## config.mk

```make
export PLATFORM = sky130hd
export DESIGN_NAME = glyph_2bpp_to_rgb565_expander
export DESIGN_NICKNAME = d
export VERILOG_FILES = /design/src/gtr_pkg.sv /design/src/gtr_front.sv /design/src/gtr_fifo.sv /design/src/gtr_back.sv /design/src/glyph_2bpp_to_rgb565_expander.sv
export VERILOG_INCLUDE_DIRS = /design/src /design/src/src
export SDC_FILE = /design/constraint.sdc
export NUM_CORES = 1
export LEC_CHECK = 0
export BUFFER_PORTS_ARGS = -buffer_cell sky130_fd_sc_hd__buf_2
export CELL_PAD_IN_SITES_DETAIL_PLACEMENT = 0
export CELL_PAD_IN_SITES_GLOBAL_PLACEMENT = 1
export CORE_MARGIN = 5
export CORE_UTILIZATION = 34
export DETAILED_ROUTE_END_ITERATION = 6
export PLACE_DENSITY = 0.62
export SLEW_MARGIN = 20
export SYNTH_ARGS = -nofsm -noshare
export SYNTH_HDL_FRONTEND = slang
export SYNTH_SLANG_ARGS = --single-unit
```

## constraint.sdc

```tcl
create_clock -name i_clk -period 6.4 [get_ports i_clk]
set_clock_uncertainty 0.05 [all_clocks]
set_input_delay 1.28 -clock i_clk [delete_from_list [all_inputs] [get_ports i_clk]]
set_output_delay 1.28 -clock i_clk [all_outputs]
set_load 0.05 [all_outputs]
```

## src/assert_macros.svh

```systemverilog
// assertion macros shared by the glyph expander modules
// no dependencies; include after the timescale line

`ifndef ASSERT_MACROS_SVH
`define ASSERT_MACROS_SVH

// same-cycle implication, masked while reset is held
`define GTR_ASSERT_IMP(name, clk, rst_n, ante, cons, msg) \
    name: assert property (@(posedge clk) disable iff (!rst_n) (ante) |-> (cons)) \
        else $error(msg);

// next-cycle implication, masked while reset is held
`define GTR_ASSERT_NEXT(name, clk, rst_n, ante, cons, msg) \
    name: assert property (@(posedge clk) disable iff (!rst_n) (ante) |=> (cons)) \
        else $error(msg);

`endif

```

## src/gtr_pkg.sv

```systemverilog
// shared types and constants for the 2bpp glyph to rgb565 expander
// no dependencies; imported by every module of the block

`timescale 1ns / 1ps

package gtr_pkg;

    // glyph staging limits and screen size
    localparam int GLYPH_MAX_W = 20;
    localparam int GLYPH_MAX_H = 24;
    localparam int SCREEN_W    = 240;
    localparam int SCREEN_H    = 320;

    // entries of the queue between front and back, at least 2
    localparam int QUEUE_DEPTH = 2;

    localparam int APB_ADDR_W = 3;

    // input and result kinds
    localparam logic KIND_HEADER = 1'b0;
    localparam logic KIND_BYTE   = 1'b1;

    // header status codes
    localparam logic [1:0] ST_OK         = 2'd0;
    localparam logic [1:0] ST_EMPTY      = 2'd1;
    localparam logic [1:0] ST_TOO_LARGE  = 2'd2;
    localparam logic [1:0] ST_OFF_SCREEN = 2'd3;

    // register index, taken from paddr bit 2
    localparam logic REG_FG = 1'b0;
    localparam logic REG_BG = 1'b1;

    localparam logic [15:0] FG_RESET = 16'hFFFF;
    localparam logic [15:0] BG_RESET = 16'h0000;

    // one classified word waiting for the back end
    typedef struct packed {
        logic       kind;
        logic [1:0] status;
        logic [9:0] rect_x;
        logic [9:0] rect_y;
        logic [7:0] coverage;
        logic [2:0] count;      // pixels to emit, 1 to 4
        logic       glyph_end;  // final pixel of this word closes the glyph
    } t_entry;

endpackage

```

## src/gtr_front.sv

```systemverilog
// front end: takes words, checks headers, tracks the glyph column and row
// depends on gtr_pkg and assert_macros.svh

`timescale 1ns / 1ps
`include "assert_macros.svh"

module gtr_front import gtr_pkg::*; (
    input  logic               i_clk,
    input  logic               i_rst_n,
    input  logic               i_valid,
    output logic               o_ready,
    input  logic               i_kind,
    input  logic [5:0]         i_glyph_width,
    input  logic [5:0]         i_glyph_height,
    input  logic signed [16:0] i_pen_x,
    input  logic signed [7:0]  i_offset_x,
    input  logic signed [15:0] i_baseline_y,
    input  logic signed [7:0]  i_offset_y,
    input  logic [7:0]         i_bitmap_byte,
    input  logic               i_q_full,
    output logic               o_push,
    output t_entry             o_entry
);

    localparam logic [5:0]         MAX_W    = 6'(GLYPH_MAX_W);
    localparam logic [5:0]         MAX_H    = 6'(GLYPH_MAX_H);
    localparam logic signed [18:0] SCR_W_S  = 19'(SCREEN_W);
    localparam logic signed [17:0] SCR_H_S  = 18'(SCREEN_H);

    logic       r_active, n_active;
    logic [5:0] r_width, n_width;
    logic [5:0] r_height, n_height;
    logic [5:0] r_column, n_column;
    logic [5:0] r_row, n_row;

    logic               accept;
    logic signed [17:0] x_pos;
    logic signed [16:0] y_pos;
    logic signed [18:0] x_end;
    logic signed [17:0] y_end;
    logic [1:0]         status;
    logic [5:0]         remain;
    logic [2:0]         count;
    logic [5:0]         col_next;
    logic [5:0]         row_next;
    logic               wrap;
    logic               done;

    assign o_ready = !i_q_full;
    assign accept  = i_valid && o_ready;

    // rectangle placement
    always_comb begin
        x_pos = 18'(i_pen_x) + 18'(i_offset_x);
        y_pos = 17'(i_baseline_y) + 17'(i_offset_y);
        x_end = 19'(x_pos) + signed'({13'd0, i_glyph_width});
        y_end = 18'(y_pos) + signed'({12'd0, i_glyph_height});
        if (i_glyph_width == 6'd0 || i_glyph_height == 6'd0) begin
            status = ST_EMPTY;
        end else if (i_glyph_width > MAX_W || i_glyph_height > MAX_H) begin
            status = ST_TOO_LARGE;
        end else if (x_pos < 0 || y_pos < 0 || x_end > SCR_W_S || y_end > SCR_H_S) begin
            status = ST_OFF_SCREEN;
        end else begin
            status = ST_OK;
        end
    end

    // pixels this byte covers before the row ends
    always_comb begin
        remain   = r_width - r_column;
        count    = (remain > 6'd3) ? 3'd4 : remain[2:0];
        col_next = r_column + 6'(count);
        wrap     = (col_next >= r_width);
        row_next = r_row + 6'd1;
        done     = wrap && (row_next >= r_height);
    end

    always_comb begin
        o_entry.kind      = i_kind;
        o_entry.status    = (i_kind == KIND_HEADER) ? status : ST_OK;
        o_entry.rect_x    = (i_kind == KIND_HEADER && status == ST_OK) ? x_pos[9:0] : 10'd0;
        o_entry.rect_y    = (i_kind == KIND_HEADER && status == ST_OK) ? y_pos[9:0] : 10'd0;
        o_entry.coverage  = i_bitmap_byte;
        o_entry.count     = (i_kind == KIND_HEADER) ? 3'd1 : count;
        o_entry.glyph_end = (i_kind == KIND_BYTE) && done;
        o_push            = accept && (i_kind == KIND_HEADER || r_active);
    end

    always_comb begin
        n_active = r_active;
        n_width  = r_width;
        n_height = r_height;
        n_column = r_column;
        n_row    = r_row;
        if (accept) begin
            if (i_kind == KIND_HEADER) begin
                // a new header abandons any unfinished glyph
                n_active = (status == ST_OK);
                if (status == ST_OK) begin
                    n_width  = i_glyph_width;
                    n_height = i_glyph_height;
                    n_column = 6'd0;
                    n_row    = 6'd0;
                end
            end else if (r_active) begin
                n_column = wrap ? 6'd0 : col_next;
                if (wrap) begin
                    n_row = done ? 6'd0 : row_next;
                end
                if (done) begin
                    n_active = 1'b0;
                end
            end
        end
    end

    always_ff @(posedge i_clk) begin
        if (!i_rst_n) begin
            r_active <= 1'b0;
            r_width  <= 6'd0;
            r_height <= 6'd0;
            r_column <= 6'd0;
            r_row    <= 6'd0;
        end else begin
            r_active <= n_active;
            r_width  <= n_width;
            r_height <= n_height;
            r_column <= n_column;
            r_row    <= n_row;
        end
    end

    `GTR_ASSERT_IMP(a_column_in_row, i_clk, i_rst_n, r_active,
        (r_column < r_width) && (r_row < r_height), "glyph position past its size")

endmodule

```

## src/gtr_fifo.sv

```systemverilog
// short queue of classified words between front and back ends
// depends on gtr_pkg and assert_macros.svh

`timescale 1ns / 1ps
`include "assert_macros.svh"

module gtr_fifo import gtr_pkg::*; (
    input  logic   i_clk,
    input  logic   i_rst_n,
    input  logic   i_push,
    input  t_entry i_wdata,
    input  logic   i_pop,
    output logic   o_valid,
    output logic   o_full,
    output t_entry o_rdata
);

    localparam int PTR_W = $clog2(QUEUE_DEPTH);
    localparam int CNT_W = $clog2(QUEUE_DEPTH + 1);
    localparam logic [CNT_W-1:0] DEPTH_C = CNT_W'(QUEUE_DEPTH);
    localparam logic [PTR_W-1:0] LAST_P  = PTR_W'(QUEUE_DEPTH - 1);

    t_entry           r_mem [QUEUE_DEPTH];
    logic [PTR_W-1:0] r_wr_ptr;
    logic [PTR_W-1:0] r_rd_ptr;
    logic [CNT_W-1:0] r_count;

    assign o_valid = (r_count != '0);
    assign o_full  = (r_count == DEPTH_C);
    assign o_rdata = r_mem[r_rd_ptr];

    always_ff @(posedge i_clk) begin
        if (i_push) begin
            r_mem[r_wr_ptr] <= i_wdata;
        end
    end

    always_ff @(posedge i_clk) begin
        if (!i_rst_n) begin
            r_wr_ptr <= '0;
            r_rd_ptr <= '0;
            r_count  <= '0;
        end else begin
            if (i_push) begin
                r_wr_ptr <= (r_wr_ptr == LAST_P) ? '0 : r_wr_ptr + 1'b1;
            end
            if (i_pop) begin
                r_rd_ptr <= (r_rd_ptr == LAST_P) ? '0 : r_rd_ptr + 1'b1;
            end
            case ({i_push, i_pop})
                2'b10:   r_count <= r_count + 1'b1;
                2'b01:   r_count <= r_count - 1'b1;
                default: r_count <= r_count;
            endcase
        end
    end

    `GTR_ASSERT_IMP(a_no_overflow, i_clk, i_rst_n, i_push, !o_full, "push into full queue")
    `GTR_ASSERT_NEXT(a_push_fills, i_clk, i_rst_n, i_push && !i_pop, o_valid,
        "queue empty after push")

endmodule

```

## src/gtr_back.sv

```systemverilog
// back end: expands queued words into results with the palette, one per cycle while the receiver is ready
// depends on gtr_pkg and assert_macros.svh

`timescale 1ns / 1ps
`include "assert_macros.svh"

module gtr_back import gtr_pkg::*; (
    input  logic        i_clk,
    input  logic        i_rst_n,
    input  logic [15:0] i_fg,
    input  logic [15:0] i_bg,
    input  logic        i_q_valid,
    input  t_entry      i_q_entry,
    output logic        o_pop,
    output logic        o_valid,
    input  logic        i_ready,
    output logic        o_out_kind,
    output logic [1:0]  o_status,
    output logic [9:0]  o_rect_x,
    output logic [9:0]  o_rect_y,
    output logic [15:0] o_pixel_color,
    output logic        o_glyph_end,
    output logic        o_last
);

    // v / 3 for v below 192: (v * 171) >> 9
    function automatic logic [5:0] div3(input logic [7:0] v);
        logic [15:0] prod;
        prod = 16'(v) * 16'd171;
        return prod[14:9];
    endfunction

    // channel blend weighted two to one toward a
    function automatic logic [5:0] mix(input logic [5:0] a, input logic [5:0] b);
        logic [7:0] sum;
        sum = {1'b0, a, 1'b0} + {2'b00, b};
        return div3(sum);
    endfunction

    logic [15:0] r_mix1;    // coverage 1: one third ink
    logic [15:0] r_mix2;    // coverage 2: two thirds ink
    logic [1:0]  r_k;
    logic        r_valid;
    logic        r_kind;
    logic [1:0]  r_status;
    logic [9:0]  r_rect_x;
    logic [9:0]  r_rect_y;
    logic [15:0] r_color;
    logic        r_glyph_end;
    logic        r_last;

    logic        load;
    logic        item_last;
    logic [1:0]  cov;
    logic [15:0] color;
    logic [5:0]  m1_r, m1_g, m1_b, m2_r, m2_g, m2_b;

    always_comb begin
        m1_r = mix({1'b0, i_bg[15:11]}, {1'b0, i_fg[15:11]});
        m1_g = mix(i_bg[10:5], i_fg[10:5]);
        m1_b = mix({1'b0, i_bg[4:0]}, {1'b0, i_fg[4:0]});
        m2_r = mix({1'b0, i_fg[15:11]}, {1'b0, i_bg[15:11]});
        m2_g = mix(i_fg[10:5], i_bg[10:5]);
        m2_b = mix({1'b0, i_fg[4:0]}, {1'b0, i_bg[4:0]});
    end

    always_ff @(posedge i_clk) begin
        r_mix1 <= {m1_r[4:0], m1_g, m1_b[4:0]};
        r_mix2 <= {m2_r[4:0], m2_g, m2_b[4:0]};
    end

    // coverage pair for the current pixel, leftmost pair first
    always_comb begin
        case (r_k)
            2'd0:    cov = i_q_entry.coverage[7:6];
            2'd1:    cov = i_q_entry.coverage[5:4];
            2'd2:    cov = i_q_entry.coverage[3:2];
            default: cov = i_q_entry.coverage[1:0];
        endcase
        case (cov)
            2'd0:    color = i_bg;
            2'd1:    color = r_mix1;
            2'd2:    color = r_mix2;
            default: color = i_fg;
        endcase
    end

    assign load      = i_q_valid && (!r_valid || i_ready);
    assign item_last = (i_q_entry.kind == KIND_HEADER) || (3'(r_k) + 3'd1 == i_q_entry.count);
    assign o_pop     = load && item_last;

    always_ff @(posedge i_clk) begin
        if (!i_rst_n) begin
            r_valid <= 1'b0;
            r_k     <= 2'd0;
        end else begin
            if (load) begin
                r_valid <= 1'b1;
                r_k     <= item_last ? 2'd0 : r_k + 2'd1;
            end else if (i_ready) begin
                r_valid <= 1'b0;
            end
        end
    end

    always_ff @(posedge i_clk) begin
        if (load) begin
            r_kind      <= i_q_entry.kind;
            r_last      <= item_last;
            if (i_q_entry.kind == KIND_HEADER) begin
                r_status    <= i_q_entry.status;
                r_rect_x    <= i_q_entry.rect_x;
                r_rect_y    <= i_q_entry.rect_y;
                r_color     <= 16'd0;
                r_glyph_end <= 1'b0;
            end else begin
                r_status    <= ST_OK;
                r_rect_x    <= 10'd0;
                r_rect_y    <= 10'd0;
                r_color     <= color;
                r_glyph_end <= item_last && i_q_entry.glyph_end;
            end
        end
    end

    assign o_valid       = r_valid;
    assign o_out_kind    = r_kind;
    assign o_status      = r_status;
    assign o_rect_x      = r_rect_x;
    assign o_rect_y      = r_rect_y;
    assign o_pixel_color = r_color;
    assign o_glyph_end   = r_glyph_end;
    assign o_last        = r_last;

    `GTR_ASSERT_IMP(a_end_is_last, i_clk, i_rst_n, r_valid && r_glyph_end, r_last,
        "glyph end on a result that is not last")
    `GTR_ASSERT_IMP(a_k_in_range, i_clk, i_rst_n,
        i_q_valid && i_q_entry.kind == KIND_BYTE, 3'(r_k) < i_q_entry.count,
        "pixel index past byte count")

endmodule

```

## src/glyph_2bpp_to_rgb565_expander.sv

```systemverilog
// top level of the 2bpp glyph to rgb565 expander: apb registers and wiring
// depends on gtr_pkg, gtr_front, gtr_fifo, gtr_back and assert_macros.svh

`timescale 1ns / 1ps

// A glyph is sent as one header word (size, pen position, offsets) followed by
// its 2bpp bitmap bytes, row by row. The header always gives exactly one result:
// a status (accepted, empty, too large, off screen) and, when accepted, the
// top-left screen corner of the glyph. Each byte of an accepted glyph gives one
// to four rgb565 pixels, leftmost pair first; pairs past the row width are
// dropped, and bytes with no accepted glyph give nothing. The pixel color comes
// from a four-entry palette: background, one-third and two-thirds blends per
// channel (truncated), and foreground. The last result of every word carries
// last, and the final pixel of a glyph also carries glyph_end.
// Timing: a word is taken whenever the two-entry queue behind the front end has
// room, so words may arrive back to back. The back end has one output register
// and emits one result per cycle while the receiver is ready; a header gives one
// result, a byte one per pixel (four on a full group), so the back end sets the
// pace on bitmap data and the queue lets the front take words meanwhile. A word
// goes through the queue and the output register to its first result. The blend
// colors are registered from the color registers, so they change only after the
// color registers have taken an apb write. Registers sit at byte address 0
// (foreground, reset 0xffff) and 4 (background, reset 0x0000); only paddr bit 2
// selects the register, and pready is always high.

module glyph_2bpp_to_rgb565_expander import gtr_pkg::*; (
    input  logic                  i_clk,
    input  logic                  i_rst_n,
    // apb configuration port
    input  logic                  psel,
    input  logic                  penable,
    input  logic                  pwrite,
    input  logic [APB_ADDR_W-1:0] paddr,
    input  logic [31:0]           pwdata,
    output logic [31:0]           prdata,
    output logic                  pready,
    // input words
    input  logic                  i_valid,
    output logic                  o_ready,
    input  logic                  i_kind,
    input  logic [5:0]            i_glyph_width,
    input  logic [5:0]            i_glyph_height,
    input  logic signed [16:0]    i_pen_x,
    input  logic signed [7:0]     i_offset_x,
    input  logic signed [15:0]    i_baseline_y,
    input  logic signed [7:0]     i_offset_y,
    input  logic [7:0]            i_bitmap_byte,
    // result words
    output logic                  o_valid,
    input  logic                  i_ready,
    output logic                  o_out_kind,
    output logic [1:0]            o_status,
    output logic [9:0]            o_rect_x,
    output logic [9:0]            o_rect_y,
    output logic [15:0]           o_pixel_color,
    output logic                  o_glyph_end,
    output logic                  o_last
);

    logic [15:0] r_fg;
    logic [15:0] r_bg;
    logic        cfg_wr;

    // queue hookup
    logic   q_push;
    logic   q_pop;
    logic   q_valid;
    logic   q_full;
    t_entry q_wdata;
    t_entry q_rdata;

    assign pready = 1'b1;
    assign cfg_wr = psel && penable && pwrite && pready;

    // color registers, bit 2 of the address picks one
    always_ff @(posedge i_clk) begin
        if (!i_rst_n) begin
            r_fg <= FG_RESET;
            r_bg <= BG_RESET;
        end else if (cfg_wr) begin
            case (paddr[2])
                REG_FG:  r_fg <= pwdata[15:0];
                REG_BG:  r_bg <= pwdata[15:0];
                default: r_fg <= r_fg;
            endcase
        end
    end

    always_comb begin
        case (paddr[2])
            REG_FG:  prdata = {16'd0, r_fg};
            REG_BG:  prdata = {16'd0, r_bg};
            default: prdata = 32'd0;
        endcase
    end

    // front: header checks and glyph position tracking
    gtr_front u_front (
        .i_clk          (i_clk),
        .i_rst_n        (i_rst_n),
        .i_valid        (i_valid),
        .o_ready        (o_ready),
        .i_kind         (i_kind),
        .i_glyph_width  (i_glyph_width),
        .i_glyph_height (i_glyph_height),
        .i_pen_x        (i_pen_x),
        .i_offset_x     (i_offset_x),
        .i_baseline_y   (i_baseline_y),
        .i_offset_y     (i_offset_y),
        .i_bitmap_byte  (i_bitmap_byte),
        .i_q_full       (q_full),
        .o_push         (q_push),
        .o_entry        (q_wdata)
    );

    // decouples the one-word-per-cycle front from the pixel-per-cycle back, each while not stalled
    gtr_fifo u_fifo (
        .i_clk   (i_clk),
        .i_rst_n (i_rst_n),
        .i_push  (q_push),
        .i_wdata (q_wdata),
        .i_pop   (q_pop),
        .o_valid (q_valid),
        .o_full  (q_full),
        .o_rdata (q_rdata)
    );

    // back: palette lookup and result serialization
    gtr_back u_back (
        .i_clk         (i_clk),
        .i_rst_n       (i_rst_n),
        .i_fg          (r_fg),
        .i_bg          (r_bg),
        .i_q_valid     (q_valid),
        .i_q_entry     (q_rdata),
        .o_pop         (q_pop),
        .o_valid       (o_valid),
        .i_ready       (i_ready),
        .o_out_kind    (o_out_kind),
        .o_status      (o_status),
        .o_rect_x      (o_rect_x),
        .o_rect_y      (o_rect_y),
        .o_pixel_color (o_pixel_color),
        .o_glyph_end   (o_glyph_end),
        .o_last        (o_last)
    );

endmodule

```

==> results.md <==
Outcome:
- The flow ran to the end, and the final reports show no timing, DRC or antenna violations.

Detailed routing:
- The routed design has 40800 um of wire.
- Using the TritonRoute via totals, the vias-per-cell ratio works out to 4.91.
- In the routed design, unresolved DRC markers number 0.
- The routed length per placed instance is 15.8 um.
- After the first detailed-routing iteration, the DRC count stood at 460.
- The first-pass iteration count of the detailed router is 5.
- The routed via count is 12680.
- The detail route stage leaves a number of antenna-violating nets equal to 0.

STA:
- The final number of max-transition violations is 0.
- The final count of negative-setup-slack endpoints is 0.
- The final hold slack is 434 ps.
- The final period demand of the worst path is 5500 ps.
- The count of endpoints failing hold in the final timing report was 0.
- The achievable frequency is 0.182 GHz.
- Dividing the final minimum period by the clock period gives 85.9%.
- The aggregate negative setup slack is 0 ps.
- For the pin with the worst max-slew slack, the measured transition is 1100 ps.
- Setup repair after global routing left no endpoint under its margin.
- The headroom to the max-slew limit is 26.4%.

Yosys:
- The complex-gate fraction of the synthesized area is 12.1%.
- The synthesized netlist devotes 29.8% of its cell area to adder and majority cells.
- The flop and latch count out of synthesis is 208.
- Yosys attributes the largest share of cell area to sky130_fd_sc_hd__ha_1, sky130_fd_sc_hd__edfxtp_1, sky130_fd_sc_hd__dfxtp_1.
- Yosys printed 0 warnings.
- The netlist uses 73 different library cells.
- The dominant combinational cell family by area after synthesis is adder cells.
- For this run, asynchronously set or reset flops after synthesis account for 0%.
- The area fraction of the dominant cell type after synthesis is 21.8%.
- The xor/xnor cell area share of the yosys netlist is 5.35%.
- The most area-hungry cell type in the Yosys netlist is sky130_fd_sc_hd__ha_1.
- The average instance in the mapped netlist occupies 10.2 sq um.
- The number of standard cells after synthesis is 1731.
- In the synthesized netlist the dominant register cell turns out to be sky130_fd_sc_hd__edfxtp_1.
- Counting flops with a built-in enable in the synthesized netlist gives 111.
- The multiplexer fraction of the synthesized cell area is 6.20%.
- Summing the sequential cell areas from Yosys gives 29.8% of the chip area.
- Summing the areas of all and, or, nand and nor instances in the mapped netlist gives 11.1% of the synthesized area.
- The area of the mapped netlist is 0.0177 sq mm.

Floorplanning:
- The die outline area is 0.0567 sq mm.
- The die outline width is 238 um.
- The total number of placement rows is 83.
- For this configuration, the core starts out at a cell density of 34.4%.
- After floorplanning, the core was sized to cover 0.0514 sq mm.
- The boundary pin count is 188.
- The floorplan step set the die height to 238 um.

Clock network:
- The clock transition time at the flip-flop clock pins of the worst setup and hold paths is 60 ps.
- The latest clock arrival within the worst-skew pair is 530 ps.
- Gates resized during post-CTS repair numbered 0.
- The hold buffer count at cts is 0.
- The number of setup buffers added after CTS is 0.
- The clock passes through at most 3 buffers.
- In this run the number of H-tree levels came out at 1.
- CTS saw 208 sinks.
- The root buffer cell is sky130_fd_sc_hd__clkbuf_16.
- TritonCTS built the clock tree.
- The number of buffers created by CTS is 25.

Place:
- The number of placed cells counting well taps is 2537.
- Buffers placed on the I/O ports in this run total 152.
- The congestion estimate from routability-driven global placement came to 0.788.
- The estimated wirelength of the detail-placed design is 32400 um.
- In this run the cell area measured after placement is 0.0192 sq mm.

Global routing:
- For this run the aggregate overflow at the end of global routing stands at 0.
- The number of global-route vias before repair is 13052.
- The first global-routing pass estimated 66800 um of wire.
- The initial antenna violation count is 2.
- Global routing consumed, over all layers together, 14.3% of the routing resources.
- The pin count of the biggest net entering global routing is 74.

Worst setup path:
- Measured in cells, the most critical reg-to-reg path has a length of 21.
- The worst register-to-register path begins at r_fg[12].
- The endpoint of the lowest-slack register-to-register path is u_back.r_mix1[15].
- In this run the worst path has a maximum fanout of 7.
- The worst-case register-to-register setup slack is 920 ps.
- The arrival time at the worst endpoint is 5790 ps.
- STA puts the critical path data required time at 6690 ps.
- The capturing element type of the critical path is a flop.
- The critical path in this run is classified as input port to flop.
- The nature of the critical path startpoint is an input port.

Final layout:
- In the final layout, flip-flops and latches occupy 0.00528 sq mm.
- The fill cell instance count of the final layout is 5122.
- The final layout contains 2376 nets.
- The number of cells in the finished layout apart from fillers is 2583.
- Relative to the synthesized area, the layout overhead comes to 13.1%.
- The area of combinational cells with multiple inputs is 0.0115 sq mm.
- The finished layout cell area is 0.0200 sq mm.
- In the final layout, the share of cells above drive strength 1 is 13.4%.

Min path:
- The worst hold path passes through 2 cells.
- The terminating pin of the worst hold path is u_front.r_row[5].
- The start point of the worst min-delay path is u_front.r_row[5].
- The type of the worst min-delay path is flop to flop.

Power and ir drop:
- Power spread over the standard cell area amounts to 335 mW/mm^2.
- The worst-case IR drop observed on VDD is 0.195 mV.
- The total power draw is 6.71 mW.
- The leakage power is 9.23 nW.

Job:
- The tool flagged a number of max-cap violations equal to 0.
## power by group
group          total (mW)  internal (mW)  leakage, nW  switching, mW
registers            1.90           1.77         1.87          0.137
logic                3.41           1.41         6.98           2.00
clock network        1.40          0.832        0.386          0.564
## worst max path at each step
stage,from,endpoint,slack (ps)
2_1_floorplan,i_pen_x[0],u_front.r_row[2],960
3_3_place_gp,i_pen_x[0],u_fifo.r_mem[0][12],450
3_5_place_dp,i_pen_x[0],u_fifo.r_mem[1][12],390
4_1_cts,r_fg[12],u_back.r_mix1[15],840
5_1_grt,u_front.r_column[1],u_front.r_row[2],460
6_report,i_pen_x[0],u_fifo.r_mem[1][12],900
## registers in the layout, indices dropped and copies added (netlist names), 6 cells and up, named ones only
signal	count
u_back.o_rect_y	10
u_back.o_pixel_color	16
u_fifo.r_mem	70
u_front.r_height	6
u_back.r_mix2	16
r_bg	16
u_front.r_column	6
u_front.r_width	6
r_fg	16
u_back.o_rect_x	10
u_back.r_mix1	16
u_front.r_row	6
## critical path: stages
cell	delay [ps]
sky130_fd_sc_hd__buf_2	100
sky130_fd_sc_hd__ha_1	220
sky130_fd_sc_hd__fa_1	430
sky130_fd_sc_hd__a211oi_1	430
sky130_fd_sc_hd__o2111a_1	230
sky130_fd_sc_hd__a211oi_1	110
sky130_fd_sc_hd__or4b_4	630
sky130_fd_sc_hd__nor4_4	400
sky130_fd_sc_hd__nand4_1	160
sky130_fd_sc_hd__mux2i_1	160
sky130_fd_sc_hd__or4_4	570
sky130_fd_sc_hd__a211oi_2	300
sky130_fd_sc_hd__nand3_1	300
sky130_fd_sc_hd__buf_4	280
sky130_fd_sc_hd__nor2_1	180
## metrics by stage
step | util, % | worst slack (ps)
2_1_floorplan | - | 961
3_3_place_gp | 37.3 | 451
3_5_place_dp | 37.3 | 393
4_1_cts | 38.9 | 838
5_1_grt | 38.9 | 459
6_report | 38.9 | 901
## cell usage after synthesis (14+ instances only)
| cell | instances |
|---|---|
| sky130_fd_sc_hd__a21boi_0 | 23 |
| sky130_fd_sc_hd__mux2i_1 | 50 |
| sky130_fd_sc_hd__dfxtp_1 | 97 |
| sky130_fd_sc_hd__mux4_2 | 18 |
| sky130_fd_sc_hd__o21bai_1 | 14 |
| sky130_fd_sc_hd__ha_1 | 309 |
| sky130_fd_sc_hd__nand3_1 | 42 |
| sky130_fd_sc_hd__a21o_1 | 63 |
| sky130_fd_sc_hd__nand2_1 | 106 |
| sky130_fd_sc_hd__o211ai_1 | 14 |
| sky130_fd_sc_hd__clkbuf_1 | 31 |
| sky130_fd_sc_hd__mux2_2 | 17 |
| sky130_fd_sc_hd__xor2_1 | 39 |
| sky130_fd_sc_hd__o21a_1 | 18 |
| sky130_fd_sc_hd__nand4_1 | 14 |
| sky130_fd_sc_hd__o21ai_0 | 33 |
| sky130_fd_sc_hd__fa_1 | 70 |
| sky130_fd_sc_hd__nor3_1 | 20 |
| sky130_fd_sc_hd__buf_4 | 17 |
| sky130_fd_sc_hd__a21oi_1 | 79 |
| sky130_fd_sc_hd__xnor2_1 | 69 |
| sky130_fd_sc_hd__nor2_1 | 87 |
| sky130_fd_sc_hd__edfxtp_1 | 111 |
| sky130_fd_sc_hd__and2_1 | 29 |
| sky130_fd_sc_hd__inv_1 | 192 |
| sky130_fd_sc_hd__nor2b_1 | 29 |
## final cells by class
cell class	count	area share, %
flip-flops and latches	208	26.4
inverters	192	3.60
clock inverters	15	0.769
well taps	680	4.25
clock buffers	28	3.18
repair buffers	163	4.31
diodes	2	0.0250
multi-input cells	1295	57.5
## cell usage in the layout, fill, tap and decap left out, types with 14 or more instances in the layout
master and count:
sky130_fd_sc_hd__ha_1 309, sky130_fd_sc_hd__a21boi_0 23, sky130_fd_sc_hd__dfxtp_1 96, sky130_fd_sc_hd__inv_1 191
sky130_fd_sc_hd__o21a_1 18, sky130_fd_sc_hd__o21bai_1 14, sky130_fd_sc_hd__xor2_1 39, sky130_fd_sc_hd__and2_1 29
sky130_fd_sc_hd__xnor2_1 69, sky130_fd_sc_hd__a21oi_1 79, sky130_fd_sc_hd__edfxtp_1 111, sky130_fd_sc_hd__o21ai_0 33
sky130_fd_sc_hd__clkbuf_16 25, sky130_fd_sc_hd__mux4_2 18, sky130_fd_sc_hd__buf_2 152, sky130_fd_sc_hd__o211ai_1 14
sky130_fd_sc_hd__nor3_1 20, sky130_fd_sc_hd__a21o_1 63, sky130_fd_sc_hd__nor2_1 84, sky130_fd_sc_hd__conb_1 21
sky130_fd_sc_hd__mux2i_1 50, sky130_fd_sc_hd__nor2b_1 29, sky130_fd_sc_hd__nand2_1 106, sky130_fd_sc_hd__mux2_2 17
sky130_fd_sc_hd__nand3_1 42, sky130_fd_sc_hd__nand4_1 14, sky130_fd_sc_hd__fa_1 70
## cell families (layout without fill, tap and decap cells)
family	after synthesis	count (layout)
other	2	23
XOR/XNOR	108	108
multiplexers	85	85
AND/OR/NAND/NOR	391	391
buffers and inverters	247	398
flip-flops	208	208
AO/OA/AOI/OAI	311	311
adder cells (fa/ha/maj)	379	379
## layer usage
| metal | vias up | track usage (%) | share of wire (%) |
|---|---|---|---|
| met5 | - | 0 | 0 |
| met4 | 0 | 3.06 | 1.8 |
| met3 | 42 | 2.24 | 4.2 |
| met2 | 188 | 24.6 | 47 |
| met1 | 6026 | 19.0 | 47 |
| li1 | 6424 | - | - |
Note: power is estimated with default switching activity, not from simulation.
